===== src/tia_pkg.sv =====
// ----------------------------------------------------------------------------
// tia_pkg
// Shared widths, opcodes, error codes and sequencer types of the tagged ALU.
// ----------------------------------------------------------------------------
`default_nettype none

package tia_pkg;

    // Arithmetic width; port values stay 64 bits, sign-extended from it
    localparam int DATA_WIDTH = 64;
    localparam int VALUE_W    = 64;
    localparam int OP_W       = 3;
    localparam int ERR_W      = 2;
    // bit counter of the iterative unit, also holds an in-range exponent
    localparam int CNT_W      = $clog2(DATA_WIDTH);
    localparam int BIT_W      = $clog2(CNT_W);

    typedef enum logic [OP_W-1:0] {
        OP_ADD = 3'd0,
        OP_SUB = 3'd1,
        OP_MUL = 3'd2,
        OP_DIV = 3'd3,
        OP_REM = 3'd4,
        OP_POW = 3'd5
    } t_op;

    localparam logic [ERR_W-1:0] ERR_DIV_ZERO = 2'd0;
    localparam logic [ERR_W-1:0] ERR_BAD_OP   = 2'd1;

    typedef enum logic [3:0] {
        ST_IDLE,
        ST_DECODE,
        ST_ABS_B,
        ST_MUL,
        ST_MUL_END,
        ST_DIV,
        ST_POW_SQ,
        ST_POW_BM,
        ST_POW_NEXT,
        ST_SIGN,
        ST_FINISH
    } t_state;

    // operand selection of the shared adder
    typedef enum logic [2:0] {
        AS_ADD,
        AS_SUB,
        AS_MUL_STEP,
        AS_DIV_STEP,
        AS_NEG_A,
        AS_NEG_B,
        AS_NEG_RES,
        AS_CMP_LIM
    } t_add_sel;

endpackage

`default_nettype wire


===== src/tia_in_if.sv =====
// ----------------------------------------------------------------------------
// tia_in_if
// Operand channel: opcode and two tagged operands, valid/ready handshake.
// ----------------------------------------------------------------------------
`default_nettype none

interface tia_in_if;
    import tia_pkg::*;

    logic                      valid;
    logic                      ready;
    logic [OP_W-1:0]           op;
    logic                      a_is_error;
    logic signed [VALUE_W-1:0] a_value;
    logic [ERR_W-1:0]          a_error_code;
    logic                      b_is_error;
    logic signed [VALUE_W-1:0] b_value;
    logic [ERR_W-1:0]          b_error_code;

    modport source (
        output valid, op, a_is_error, a_value, a_error_code,
               b_is_error, b_value, b_error_code,
        input  ready
    );

    modport sink (
        input  valid, op, a_is_error, a_value, a_error_code,
               b_is_error, b_value, b_error_code,
        output ready
    );
endinterface

`default_nettype wire


===== src/tia_out_if.sv =====
// ----------------------------------------------------------------------------
// tia_out_if
// Result channel: one tagged result per item, valid/ready handshake.
// ----------------------------------------------------------------------------
`default_nettype none

interface tia_out_if;
    import tia_pkg::*;

    logic                      valid;
    logic                      ready;
    logic                      res_is_error;
    logic signed [VALUE_W-1:0] res_value;
    logic [ERR_W-1:0]          res_error_code;

    modport source (
        output valid, res_is_error, res_value, res_error_code,
        input  ready
    );

    modport sink (
        input  valid, res_is_error, res_value, res_error_code,
        output ready
    );
endinterface

`default_nettype wire


===== src/tagged_integer_alu_core.sv =====
// ----------------------------------------------------------------------------
// tagged_integer_alu_core
// Tagged integer ALU: add, sub, mul, div, rem and saturating power.
//
// i_in carries an opcode and two tagged operands; o_out returns one tagged
// result per item. Both channels move an item when valid and ready are high.
// All arithmetic runs through one DATA_WIDTH+1 bit adder under a small
// sequencer, one bit per cycle for multiply and divide.
// Sequencer steps from accept to result, each path ending in finish:
//   error pass-through, bad opcode, add, sub, zero divisor: decode
//   mul: decode, multiply steps; div/rem: decode, divisor magnitude,
//   divide steps, sign; power: decode alone for trivial cases, else
//   square-and-multiply over the exponent bits, then sign unless saturated.
// i_in.ready is high only while the sequencer is idle, so no item is taken
// while one is in work; the next is accepted the cycle after a result moves
// into the output register, even if it is still waiting for the receiver.
// A stalled receiver holds the result; the sequencer then waits with the next
// one finished. Reset (synchronous, active low) empties the output register,
// holds i_in.ready low and returns the sequencer to idle.
// ----------------------------------------------------------------------------
`default_nettype none

module tagged_integer_alu_core (
    input  logic      i_clk,
    input  logic      i_rst_n,
    tia_in_if.sink    i_in,
    tia_out_if.source o_out
);
    import tia_pkg::*;

    localparam int W = DATA_WIDTH;
    localparam logic [W-1:0] VAL_ONE  = W'(1);
    localparam logic [W-1:0] VAL_ALL1 = '1;
    localparam logic [W-1:0] VAL_MAX  = {1'b0, {(W-1){1'b1}}};
    localparam logic [W-1:0] VAL_MIN  = {1'b1, {(W-1){1'b0}}};
    localparam logic [W-1:0] VAL_W    = W'(W);

    t_state             r_state, n_state;
    logic [OP_W-1:0]    r_op, n_op;
    logic               r_a_err, n_a_err, r_b_err, n_b_err;
    logic [ERR_W-1:0]   r_a_code, n_a_code, r_b_code, n_b_code;
    logic [W-1:0]       r_a, n_a, r_b, n_b;
    logic [W-1:0]       r_mc, n_mc, r_hi, n_hi, r_lo, n_lo;
    logic [W-1:0]       r_acc, n_acc, r_base, n_base, r_res, n_res;
    logic [CNT_W-1:0]   r_cnt, n_cnt, r_exp, n_exp;
    logic [BIT_W-1:0]   r_bit, n_bit;
    logic               r_sq, n_sq, r_neg, n_neg;
    logic               r_res_err, n_res_err;
    logic [ERR_W-1:0]   r_res_code, n_res_code;

    logic               r_out_valid;
    logic               r_out_err;
    logic [ERR_W-1:0]   r_out_code;
    logic [VALUE_W-1:0] r_out_val;

    t_add_sel           add_sel;
    logic [W:0]         add_x, add_y, add_sum;
    logic               add_cin;

    logic               a_neg, b_neg, pow_neg, b_big, pow_loop, ovf, borrow, out_load;
    logic [W-1:0]       limit, pow_special, sign_src;

    // ---------------------------------------------------------------- conditions
    assign a_neg    = r_a[W-1];
    assign b_neg    = r_b[W-1];
    assign pow_neg  = a_neg & r_b[0];
    assign b_big    = (r_b >= VAL_W);
    assign pow_loop = !b_neg && (r_b != '0) && (r_a != '0) && (r_a != VAL_ONE)
                      && (r_a != VAL_ALL1) && !b_big;
    assign limit    = r_neg ? VAL_MIN : VAL_MAX;
    // product overflows when the high half is set or the low half is above limit
    assign ovf      = (r_hi != '0) | add_sum[W];
    assign borrow   = add_sum[W];
    assign out_load = (r_state == ST_FINISH) && (!r_out_valid || o_out.ready);

    always_comb begin
        if (b_neg) begin
            if (r_a == VAL_ONE) begin
                pow_special = VAL_ONE;
            end else if (r_a == VAL_ALL1) begin
                pow_special = r_b[0] ? VAL_ALL1 : VAL_ONE;
            end else begin
                pow_special = '0;
            end
        end else if (r_b == '0) begin
            pow_special = VAL_ONE;
        end else if (r_a == '0) begin
            pow_special = '0;
        end else if (r_a == VAL_ONE) begin
            pow_special = VAL_ONE;
        end else if (r_a == VAL_ALL1) begin
            pow_special = pow_neg ? VAL_ALL1 : VAL_ONE;
        end else begin
            // magnitude at least two and exponent at least W: always saturates
            pow_special = pow_neg ? VAL_MIN : VAL_MAX;
        end
    end

    always_comb begin
        case (r_op)
            OP_DIV:  sign_src = r_lo;
            OP_REM:  sign_src = r_hi;
            default: sign_src = r_acc;
        endcase
    end

    // ---------------------------------------------------------------- shared adder
    always_comb begin
        add_x   = {1'b0, r_a};
        add_y   = {1'b0, r_b};
        add_cin = 1'b0;
        case (add_sel)
            AS_ADD: begin
                add_x = {1'b0, r_a};
                add_y = {1'b0, r_b};
            end
            AS_SUB: begin
                add_y   = {1'b1, ~r_b};
                add_cin = 1'b1;
            end
            AS_MUL_STEP: begin
                add_x = {1'b0, r_hi};
                add_y = {1'b0, (r_lo[0] ? r_mc : '0)};
            end
            AS_DIV_STEP: begin
                // partial remainder stays below the divisor, so its top bit is clear
                add_x   = {1'b0, r_hi[W-2:0], r_lo[W-1]};
                add_y   = {1'b1, ~r_mc};
                add_cin = 1'b1;
            end
            AS_NEG_A: begin
                add_x   = '0;
                add_y   = {1'b1, ~r_a};
                add_cin = 1'b1;
            end
            AS_NEG_B: begin
                add_x   = '0;
                add_y   = {1'b1, ~r_b};
                add_cin = 1'b1;
            end
            AS_NEG_RES: begin
                add_x   = '0;
                add_y   = {1'b1, ~sign_src};
                add_cin = 1'b1;
            end
            AS_CMP_LIM: begin
                add_x   = {1'b0, limit};
                add_y   = {1'b1, ~r_lo};
                add_cin = 1'b1;
            end
            default: begin
                add_x = {1'b0, r_a};
                add_y = {1'b0, r_b};
            end
        endcase
        add_sum = add_x + add_y + {{W{1'b0}}, add_cin};
    end

    // ---------------------------------------------------------------- next state
    always_comb begin
        n_state = r_state;
        case (r_state)
            ST_IDLE: begin
                if (i_in.valid) n_state = ST_DECODE;
            end
            ST_DECODE: begin
                if (r_a_err || r_b_err) begin
                    n_state = ST_FINISH;
                end else begin
                    case (r_op)
                        OP_MUL:  n_state = ST_MUL;
                        OP_DIV:  n_state = (r_b == '0) ? ST_FINISH : ST_ABS_B;
                        OP_REM:  n_state = (r_b == '0) ? ST_FINISH : ST_ABS_B;
                        OP_POW:  n_state = pow_loop ? ST_POW_SQ : ST_FINISH;
                        default: n_state = ST_FINISH;
                    endcase
                end
            end
            ST_ABS_B:    n_state = ST_DIV;
            ST_MUL: begin
                if (r_cnt == '0) n_state = ST_MUL_END;
            end
            ST_MUL_END: begin
                if (r_op == OP_MUL || ovf) begin
                    n_state = ST_FINISH;
                end else begin
                    n_state = r_sq ? ST_POW_BM : ST_POW_NEXT;
                end
            end
            ST_DIV: begin
                if (r_cnt == '0) n_state = ST_SIGN;
            end
            ST_POW_SQ:   n_state = (r_acc == VAL_ONE) ? ST_POW_BM : ST_MUL;
            ST_POW_BM:   n_state = r_exp[r_bit] ? ST_MUL : ST_POW_NEXT;
            ST_POW_NEXT: n_state = (r_bit == '0) ? ST_SIGN : ST_POW_SQ;
            ST_SIGN:     n_state = ST_FINISH;
            ST_FINISH: begin
                if (out_load) n_state = ST_IDLE;
            end
            default:     n_state = ST_IDLE;
        endcase
    end

    // ---------------------------------------------------------------- datapath control
    always_comb begin
        add_sel    = AS_ADD;
        n_op       = r_op;
        n_a_err    = r_a_err;
        n_b_err    = r_b_err;
        n_a_code   = r_a_code;
        n_b_code   = r_b_code;
        n_a        = r_a;
        n_b        = r_b;
        n_mc       = r_mc;
        n_hi       = r_hi;
        n_lo       = r_lo;
        n_acc      = r_acc;
        n_base     = r_base;
        n_res      = r_res;
        n_cnt      = r_cnt;
        n_exp      = r_exp;
        n_bit      = r_bit;
        n_sq       = r_sq;
        n_neg      = r_neg;
        n_res_err  = r_res_err;
        n_res_code = r_res_code;
        case (r_state)
            ST_IDLE: begin
                if (i_in.valid) begin
                    n_op     = i_in.op;
                    n_a_err  = i_in.a_is_error;
                    n_a_code = i_in.a_error_code;
                    n_a      = i_in.a_value[W-1:0];
                    n_b_err  = i_in.b_is_error;
                    n_b_code = i_in.b_error_code;
                    n_b      = i_in.b_value[W-1:0];
                end
            end
            ST_DECODE: begin
                n_res_err  = 1'b0;
                n_res_code = '0;
                n_res      = '0;
                if (r_a_err) begin
                    n_res_err  = 1'b1;
                    n_res_code = r_a_code;
                end else if (r_b_err) begin
                    n_res_err  = 1'b1;
                    n_res_code = r_b_code;
                end else begin
                    case (r_op)
                        OP_ADD: begin
                            add_sel = AS_ADD;
                            n_res   = add_sum[W-1:0];
                        end
                        OP_SUB: begin
                            add_sel = AS_SUB;
                            n_res   = add_sum[W-1:0];
                        end
                        OP_MUL: begin
                            n_mc  = r_a;
                            n_lo  = r_b;
                            n_hi  = '0;
                            n_cnt = CNT_W'(W-1);
                        end
                        OP_DIV, OP_REM: begin
                            if (r_b == '0) begin
                                n_res_err  = 1'b1;
                                n_res_code = ERR_DIV_ZERO;
                            end else begin
                                add_sel = AS_NEG_A;
                                n_lo    = a_neg ? add_sum[W-1:0] : r_a;
                                n_hi    = '0;
                                n_cnt   = CNT_W'(W-1);
                                n_neg   = (r_op == OP_DIV) ? (a_neg ^ b_neg) : a_neg;
                            end
                        end
                        OP_POW: begin
                            add_sel = AS_NEG_A;
                            n_base  = a_neg ? add_sum[W-1:0] : r_a;
                            n_acc   = VAL_ONE;
                            n_exp   = r_b[CNT_W-1:0];
                            n_bit   = BIT_W'(CNT_W-1);
                            n_neg   = pow_neg;
                            n_res   = pow_special;
                        end
                        default: begin
                            n_res_err  = 1'b1;
                            n_res_code = ERR_BAD_OP;
                        end
                    endcase
                end
            end
            ST_ABS_B: begin
                add_sel = AS_NEG_B;
                n_mc    = b_neg ? add_sum[W-1:0] : r_b;
            end
            ST_MUL: begin
                // {hi, lo} shifts right, product bits enter at the top of lo
                add_sel = AS_MUL_STEP;
                n_hi    = add_sum[W:1];
                n_lo    = {add_sum[0], r_lo[W-1:1]};
                n_cnt   = r_cnt - CNT_W'(1);
            end
            ST_MUL_END: begin
                if (r_op == OP_MUL) begin
                    n_res = r_lo;
                end else begin
                    add_sel = AS_CMP_LIM;
                    if (ovf) begin
                        n_res = r_neg ? VAL_MIN : VAL_MAX;
                    end else begin
                        n_acc = r_lo;
                    end
                end
            end
            ST_DIV: begin
                add_sel = AS_DIV_STEP;
                n_hi    = borrow ? {r_hi[W-2:0], r_lo[W-1]} : add_sum[W-1:0];
                n_lo    = {r_lo[W-2:0], ~borrow};
                n_cnt   = r_cnt - CNT_W'(1);
            end
            ST_POW_SQ: begin
                if (r_acc != VAL_ONE) begin
                    n_mc  = r_acc;
                    n_lo  = r_acc;
                    n_hi  = '0;
                    n_cnt = CNT_W'(W-1);
                    n_sq  = 1'b1;
                end
            end
            ST_POW_BM: begin
                if (r_exp[r_bit]) begin
                    n_mc  = r_base;
                    n_lo  = r_acc;
                    n_hi  = '0;
                    n_cnt = CNT_W'(W-1);
                    n_sq  = 1'b0;
                end
            end
            ST_POW_NEXT: begin
                if (r_bit != '0) n_bit = r_bit - BIT_W'(1);
            end
            ST_SIGN: begin
                add_sel = AS_NEG_RES;
                n_res   = r_neg ? add_sum[W-1:0] : sign_src;
            end
            default: begin
                add_sel = AS_ADD;
            end
        endcase
    end

    // ---------------------------------------------------------------- registers
    always_ff @(posedge i_clk) begin
        if (!i_rst_n) begin
            r_state     <= ST_IDLE;
            r_out_valid <= 1'b0;
        end else begin
            r_state <= n_state;
            if (out_load) begin
                r_out_valid <= 1'b1;
            end else if (o_out.ready) begin
                r_out_valid <= 1'b0;
            end
        end
    end

    always_ff @(posedge i_clk) begin
        r_op       <= n_op;
        r_a_err    <= n_a_err;
        r_b_err    <= n_b_err;
        r_a_code   <= n_a_code;
        r_b_code   <= n_b_code;
        r_a        <= n_a;
        r_b        <= n_b;
        r_mc       <= n_mc;
        r_hi       <= n_hi;
        r_lo       <= n_lo;
        r_acc      <= n_acc;
        r_base     <= n_base;
        r_res      <= n_res;
        r_cnt      <= n_cnt;
        r_exp      <= n_exp;
        r_bit      <= n_bit;
        r_sq       <= n_sq;
        r_neg      <= n_neg;
        r_res_err  <= n_res_err;
        r_res_code <= n_res_code;
        if (out_load) begin
            r_out_err  <= r_res_err;
            r_out_code <= r_res_code;
            r_out_val  <= VALUE_W'($signed(r_res));
        end
    end

    // no item is taken while reset is held
    assign i_in.ready           = (r_state == ST_IDLE) && i_rst_n;
    assign o_out.valid          = r_out_valid;
    assign o_out.res_is_error   = r_out_err;
    assign o_out.res_error_code = r_out_code;
    assign o_out.res_value      = r_out_val;

    // ---------------------------------------------------------------- assertions
    a_accept_decode: assert property (@(posedge i_clk) disable iff (!i_rst_n)
        i_in.valid && i_in.ready |=> r_state == ST_DECODE)
        else $error("accepted item did not enter decode");

    a_div_rem_range: assert property (@(posedge i_clk) disable iff (!i_rst_n)
        r_state == ST_DIV |-> r_hi < r_mc)
        else $error("partial remainder not below divisor");

    a_pow_acc_limit: assert property (@(posedge i_clk) disable iff (!i_rst_n)
        (r_state == ST_POW_SQ || r_state == ST_POW_BM) |-> r_acc <= limit)
        else $error("power accumulator beyond saturation limit");

    a_finish_hold: assert property (@(posedge i_clk) disable iff (!i_rst_n)
        r_state == ST_FINISH && r_out_valid && !o_out.ready |=> r_state == ST_FINISH)
        else $error("result left finish while output register was full");

endmodule

`default_nettype wire

===== src/flat_wrapper.sv =====
// flat-port wrapper written by rule: the top's interface ports become plain ports
module tagged_integer_alu_core_flat import tia_pkg::*;
  (i_clk, i_rst_n, i_in_valid, i_in_op, i_in_a_is_error, i_in_a_value, i_in_a_error_code, i_in_b_is_error, i_in_b_value, i_in_b_error_code, i_in_ready, o_out_valid, o_out_res_is_error, o_out_res_value, o_out_res_error_code, o_out_ready);
  tia_in_if i_in_i ();
  tia_out_if o_out_i ();
  input  logic i_clk;
  input  logic i_rst_n;
  input wire logic [$bits(i_in_i.valid)-1:0] i_in_valid;
  input wire logic [$bits(i_in_i.op)-1:0] i_in_op;
  input wire logic [$bits(i_in_i.a_is_error)-1:0] i_in_a_is_error;
  input wire logic [$bits(i_in_i.a_value)-1:0] i_in_a_value;
  input wire logic [$bits(i_in_i.a_error_code)-1:0] i_in_a_error_code;
  input wire logic [$bits(i_in_i.b_is_error)-1:0] i_in_b_is_error;
  input wire logic [$bits(i_in_i.b_value)-1:0] i_in_b_value;
  input wire logic [$bits(i_in_i.b_error_code)-1:0] i_in_b_error_code;
  output wire logic [$bits(i_in_i.ready)-1:0] i_in_ready;
  output wire logic [$bits(o_out_i.valid)-1:0] o_out_valid;
  output wire logic [$bits(o_out_i.res_is_error)-1:0] o_out_res_is_error;
  output wire logic [$bits(o_out_i.res_value)-1:0] o_out_res_value;
  output wire logic [$bits(o_out_i.res_error_code)-1:0] o_out_res_error_code;
  input wire logic [$bits(o_out_i.ready)-1:0] o_out_ready;
  assign i_in_i.valid = i_in_valid;
  assign i_in_i.op = i_in_op;
  assign i_in_i.a_is_error = i_in_a_is_error;
  assign i_in_i.a_value = i_in_a_value;
  assign i_in_i.a_error_code = i_in_a_error_code;
  assign i_in_i.b_is_error = i_in_b_is_error;
  assign i_in_i.b_value = i_in_b_value;
  assign i_in_i.b_error_code = i_in_b_error_code;
  assign i_in_ready = i_in_i.ready;
  assign o_out_valid = o_out_i.valid;
  assign o_out_res_is_error = o_out_i.res_is_error;
  assign o_out_res_value = o_out_i.res_value;
  assign o_out_res_error_code = o_out_i.res_error_code;
  assign o_out_i.ready = o_out_ready;
  tagged_integer_alu_core u_core (.i_clk(i_clk), .i_rst_n(i_rst_n), .i_in(i_in_i), .o_out(o_out_i));
endmodule

===== config.mk =====
export PLATFORM = sky130hd
export DESIGN_NAME = tagged_integer_alu_core_flat
export DESIGN_NICKNAME = d
export VERILOG_FILES = /design/src/tia_pkg.sv /design/src/tia_in_if.sv /design/src/tia_out_if.sv /design/src/tagged_integer_alu_core.sv /design/src/flat_wrapper.sv
export SDC_FILE = /design/constraint.sdc
export NUM_CORES = 2
export LEC_CHECK = 0
export ABC_CLOCK_PERIOD_IN_PS = 26000
export BUFFER_PORTS_ARGS = -buffer_cell sky130_fd_sc_hd__buf_4
export CAP_MARGIN = 20
export CORE_MARGIN = 2
export CORE_UTILIZATION = 40
export CTS_CLUSTER_SIZE = 16
export DETAILED_ROUTE_END_ITERATION = 7
export PLACE_DENSITY = 0.58
export SYNTH_ARGS = -nofsm -noshare
export SYNTH_HDL_FRONTEND = slang
export SYNTH_SLANG_ARGS = --single-unit

===== constraint.sdc =====
create_clock -name i_clk -period 26 [get_ports i_clk]
set_clock_uncertainty 0.1 [all_clocks]
set_input_delay 5.2 -clock i_clk [delete_from_list [all_inputs] [get_ports i_clk]]
set_output_delay 5.2 -clock i_clk [all_outputs]
set_load 0.03 [all_outputs]

---- Word level (Yosys, flattened, before mapping) ----
Cells that the tools add are included.
W data, S select, Z words.
word-level totals
  bits in registers ....................... 613
  input bits .............................. 141
  output and inout port bits .............. 69
operators by class
  add/subtract/negate cells ............... 4
  $lt $le $gt $ge ......................... 2
  equal/unequal tests ..................... 45
  multiplexer cells ....................... 98
  bitwise operators ....................... 11
  reductions and logical operators ........ 53
operators with widths
  kind                    number
  $mux W64                39
  $pmux W64 S2            5
  $pmux W64 S5            2
  $pmux W64 S4            2
  $pmux W65 S7            1
  $not A64 Y64            5
  $pmux W64 S3            1
  $reduce_bool A64 Y1     3
  $eq A64 B1 Y1 const B   2
  $logic_not A64 Y1       2
  $ne A64 B1 Y1 const B   2
  $add A64 B65 Y65        1
  $add A65 B1 Y65         1
  $eq A64 B64 Y1 const B  1
  $ge A64 B7 Y1 const B   1
  $ne A64 B64 Y1 const B  1
  $mux W4                 11
  $pmux W4 S11            1
  $mux W6                 5
  $mux W3                 9
  $pmux W6 S4             1
  $eq A3 B3 Y1 const B    6
  $pmux W3 S6             1
  $eq A4 B3 Y1 const B    4
  45 further kinds        106

---- Logic depth before layout (Yosys ltp) ----
  depth in word-level cells ............... 17
  mapped depth ............................ 28
  mapped depth without buffers ............ 21

---- Worst setup path before layout ----
Ideal clock, no wire load.
  path type ............................... input -> output
  from .................................... input i_rst_n
  to ...................................... output i_in_ready
  arrival ................................. 5.669 ns
  required time ........................... 20.700 ns
  slack ................................... 15.031 ns
  stages .................................. 2
  path buffers ............................ 0
  cells stage by stage .................... inv_1 -> nor2_1
on the way
  longest elaborated chain between the ends .. 1
ends and longest elaborated chain
  what                 line                            text
  from (decl)          flat_wrapper.sv:7               input logic i_rst_n;
  $logic_and A1 B1 Y1  tagged_integer_alu_core.sv:397  assign i_in.ready = (r_state == ST_IDLE) && i_rst_n;
  to (decl)            flat_wrapper.sv:16              output wire logic [$bits(i_in_i.ready)-1:0] i_in_ready;
No other way between the ends.

---- Final worst setup path ----
Ends and elaborated chain as after synthesis.

==> results.toml <==
[run_status]
status = "finished, violations left"
violations = "DRC"

[floorplanning]
die-height_um = 309.8
dieArea_sq_um = 95970
start_util_pct = 40.20
die_x_um = 309.8
coreArea_sq_um = 93050
rows = 112
ios = 210

[cts]
cts_setup_buffers = 0
clk_path_buf_depth = 3
numClockSinks = 613
cts-root-buf = "clkbuf_16"
cts_hold_buf = 0
clkLatencyLatePin_ps = 680
cts_tree = "done"
numCtsBuffers = 73
htreeDepth = 3
clk_pin_slew_worst_paths_ps = 60
post_cts_resized = 0

[logic_synthesis]
synth_flop_cell = "edfxtp_1"
synth_largest_area_cell = "edfxtp_1"
synth_area_leaders = "edfxtp_1 49%, a21oi_1 5.7%, nand2_1 3.8%"
synthDistinctLibCells = 81
netlist_area_sq_um = 37400
syn_avg_cell_area_sq_um = 9.895
yosysMostFrequentCell = "edfxtp_1"
syn_nets = 3991
async_flop_share_pct = 0
syn_inst = 3780
synthSimpleGateAreaFrac_pct = 13.37
synthAdderAreaFrac_pct = 2.382
ys_seq_elements = 613
synth.cells.most_frequent = "608 x edfxtp_1, 429 x a21oi_1, 376 x nand2_1"
yosysWarnings = 0
synth_xor_area_share_pct = 1.709
synth_edf_count = 608
synth_top_family_by_area = "compound AO/OA/AOI/OAI gates"
ys_seq_area_share_pct = 49.08
synth_compound_area_share_pct = 24.43
muxShareOfSynthArea_pct = 5.212
synth_top_area_share_pct = 48.81

[drt]
drcViolationCount = 6
num_vias = 35096
dr.first_iter.drc_count = 6340
wirelength_mm = 163.5
via_per_inst = 6.843
ant_nets = 0
wl_per_cell_um = 31.88
dr.pass1.iters = 8

[placed_design]
port_buffers = 209
gp_congestion = 0.9987
pre_cts_slack_ps = 14970
post-dp-hpwl_mm = 109.1

[cells_and_area]
drive_gt1_share_pct = 14.43
seqCellArea_sq_um = 18360
fillers = 8872
post-route-util_pct = 45.79
layout.nets = 4031
syn2layout_area_growth_pct = 13.92
multi_input_area_sq_um = 17880

[grt]
overflow = 0
grt_first_pass_wirelength_mm = 232.2
grt_busiest_layer = "met1"
grt_max_degree = 68
first_global_vias = 31876
use_met1_pct = 47.09
antenna_found_initial = 13
track_usage_pct = 33.21
met3_usage_pct = 9.604
groute.layer.met2.usage_pct = 47.06

[sta]
layout_setup_ws_ps = 14970
maxSlewHeadroom_pct = 15.45
final.min_clock_period_ps = 11030
holdWs_ps = 312.9
hold_viol = 0
max_freq_mhz = 90.69
finalSetupViolCount = 0
fin_crit_sh_pct = 42.41
rsz0062_at_grt = "no"
tns_ps = 0
max_slew.worst_pin.slew_ps = 1257
slew_viol_final = 0

[worst_setup_path]
cp.required_ps = 20700
arrival_ps = 5730
path_class = "in2out"
worstPathMaxFanout = 4
worstSetupStartpointType = "input pin"
critPathCaptureType = "output port"

[worst_hold_path]
hold_class = "reg2reg"

[run]
drv_cap = 0
[registers in the layout, indices dropped and copies added (netlist names), 4 cells and up]
signal,count
u_core.r_acc,64
u_core.r_lo,64
u_core.r_hi,64
u_core.r_res,64
u_core.r_cnt,6
u_core.r_a,64
u_core.r_mc,64
u_core.r_state,4
u_core.r_base,64
u_core.o_out.res_value,64
u_core.r_b,64
u_core.r_exp,6
[metal layers]
metal	vias up	part of all wire [%]
li1	14853	-
met1	16999	41
met2	2753	41
met3	481	13
met4	10	4.7
met5	-	0.041
[kinds of logic (layout without fill, tap and decap cells)]
| kind of cell | after synthesis | in the layout |
|---|---|---|
| buf+inv | 368 | 461 |
| compound gates | 1374 | 1374 |
| other cells | 0 | 2 |
| fa+ha+maj | 70 | 70 |
| mux | 187 | 187 |
| simple gates | 1095 | 1095 |
| flops | 613 | 613 |
| xor+xnor | 73 | 73 |
[cell usage in the layout (no fill, tap or decap), drive strengths merged, types with 34 or more instances in the layout]
master | synthesis | final
edfxtp | 608 | 608
nor4 | 69 | 69
nand2 | 376 | 376
o221ai | 106 | 106
xnor2 | 44 | 44
o211ai | 49 | 49
a222oi | 63 | 63
a21oi | 429 | 429
nor3 | 47 | 47
buf | 50 | 285
and3 | 81 | 81
clkbuf | 271 | 84
inv | 47 | 53
ha | 68 | 68
a22o | 48 | 48
mux2i | 134 | 134
o221a | 49 | 49
mux2 | 52 | 52
o21ai | 295 | 295
nor2 | 349 | 349
a22oi | 71 | 71
nand4 | 54 | 54
nand3 | 34 | 34
[layout make-up]
type / count / share of cell area (%)
Sequential cell: 613 / 43.09
Multi-Input combinational cell: 2799 / 41.95
Antenna cell: 2 / 0.01175
Inverter: 47 / 0.4140
Clock inverter: 45 / 1.175
Clock buffer: 83 / 4.575
Tap cell: 1254 / 3.682
Timing Repair Buffer: 286 / 5.100
[worst max-delay path, cell delays in order]
cell and delay, ps:
buf_4 100, inv_1 70, nor2_1 170, buf_4 190
[per-stage QoR]
stage	cell area, sq um	instances
after global routing	42610	5127
after floorplan	37400	3780
after global placement	40120	4996
after detailed placement	40130	4997
final	42610	5129
after CTS	42580	5125
[path summary, 6_finish.rpt]
| kind | startpoint | to | slack [ps] | cells after the start |
|---|---|---|---|---|
| max reg2reg | u_core.r_state[0] | u_core.r_res[19] | 16300 | 21 |
| max | i_rst_n | i_in_ready | 14970 | 4 |
| min | u_core.r_res[39] | u_core.o_out.res_value[39] | 310 | 0 |
| min reg2reg | u_core.r_res[39] | u_core.o_out.res_value[39] | 310 | 0 |
Power is not shown: default switching activity piles up to over one toggle a cycle in this logic, so the estimate is an artifact.
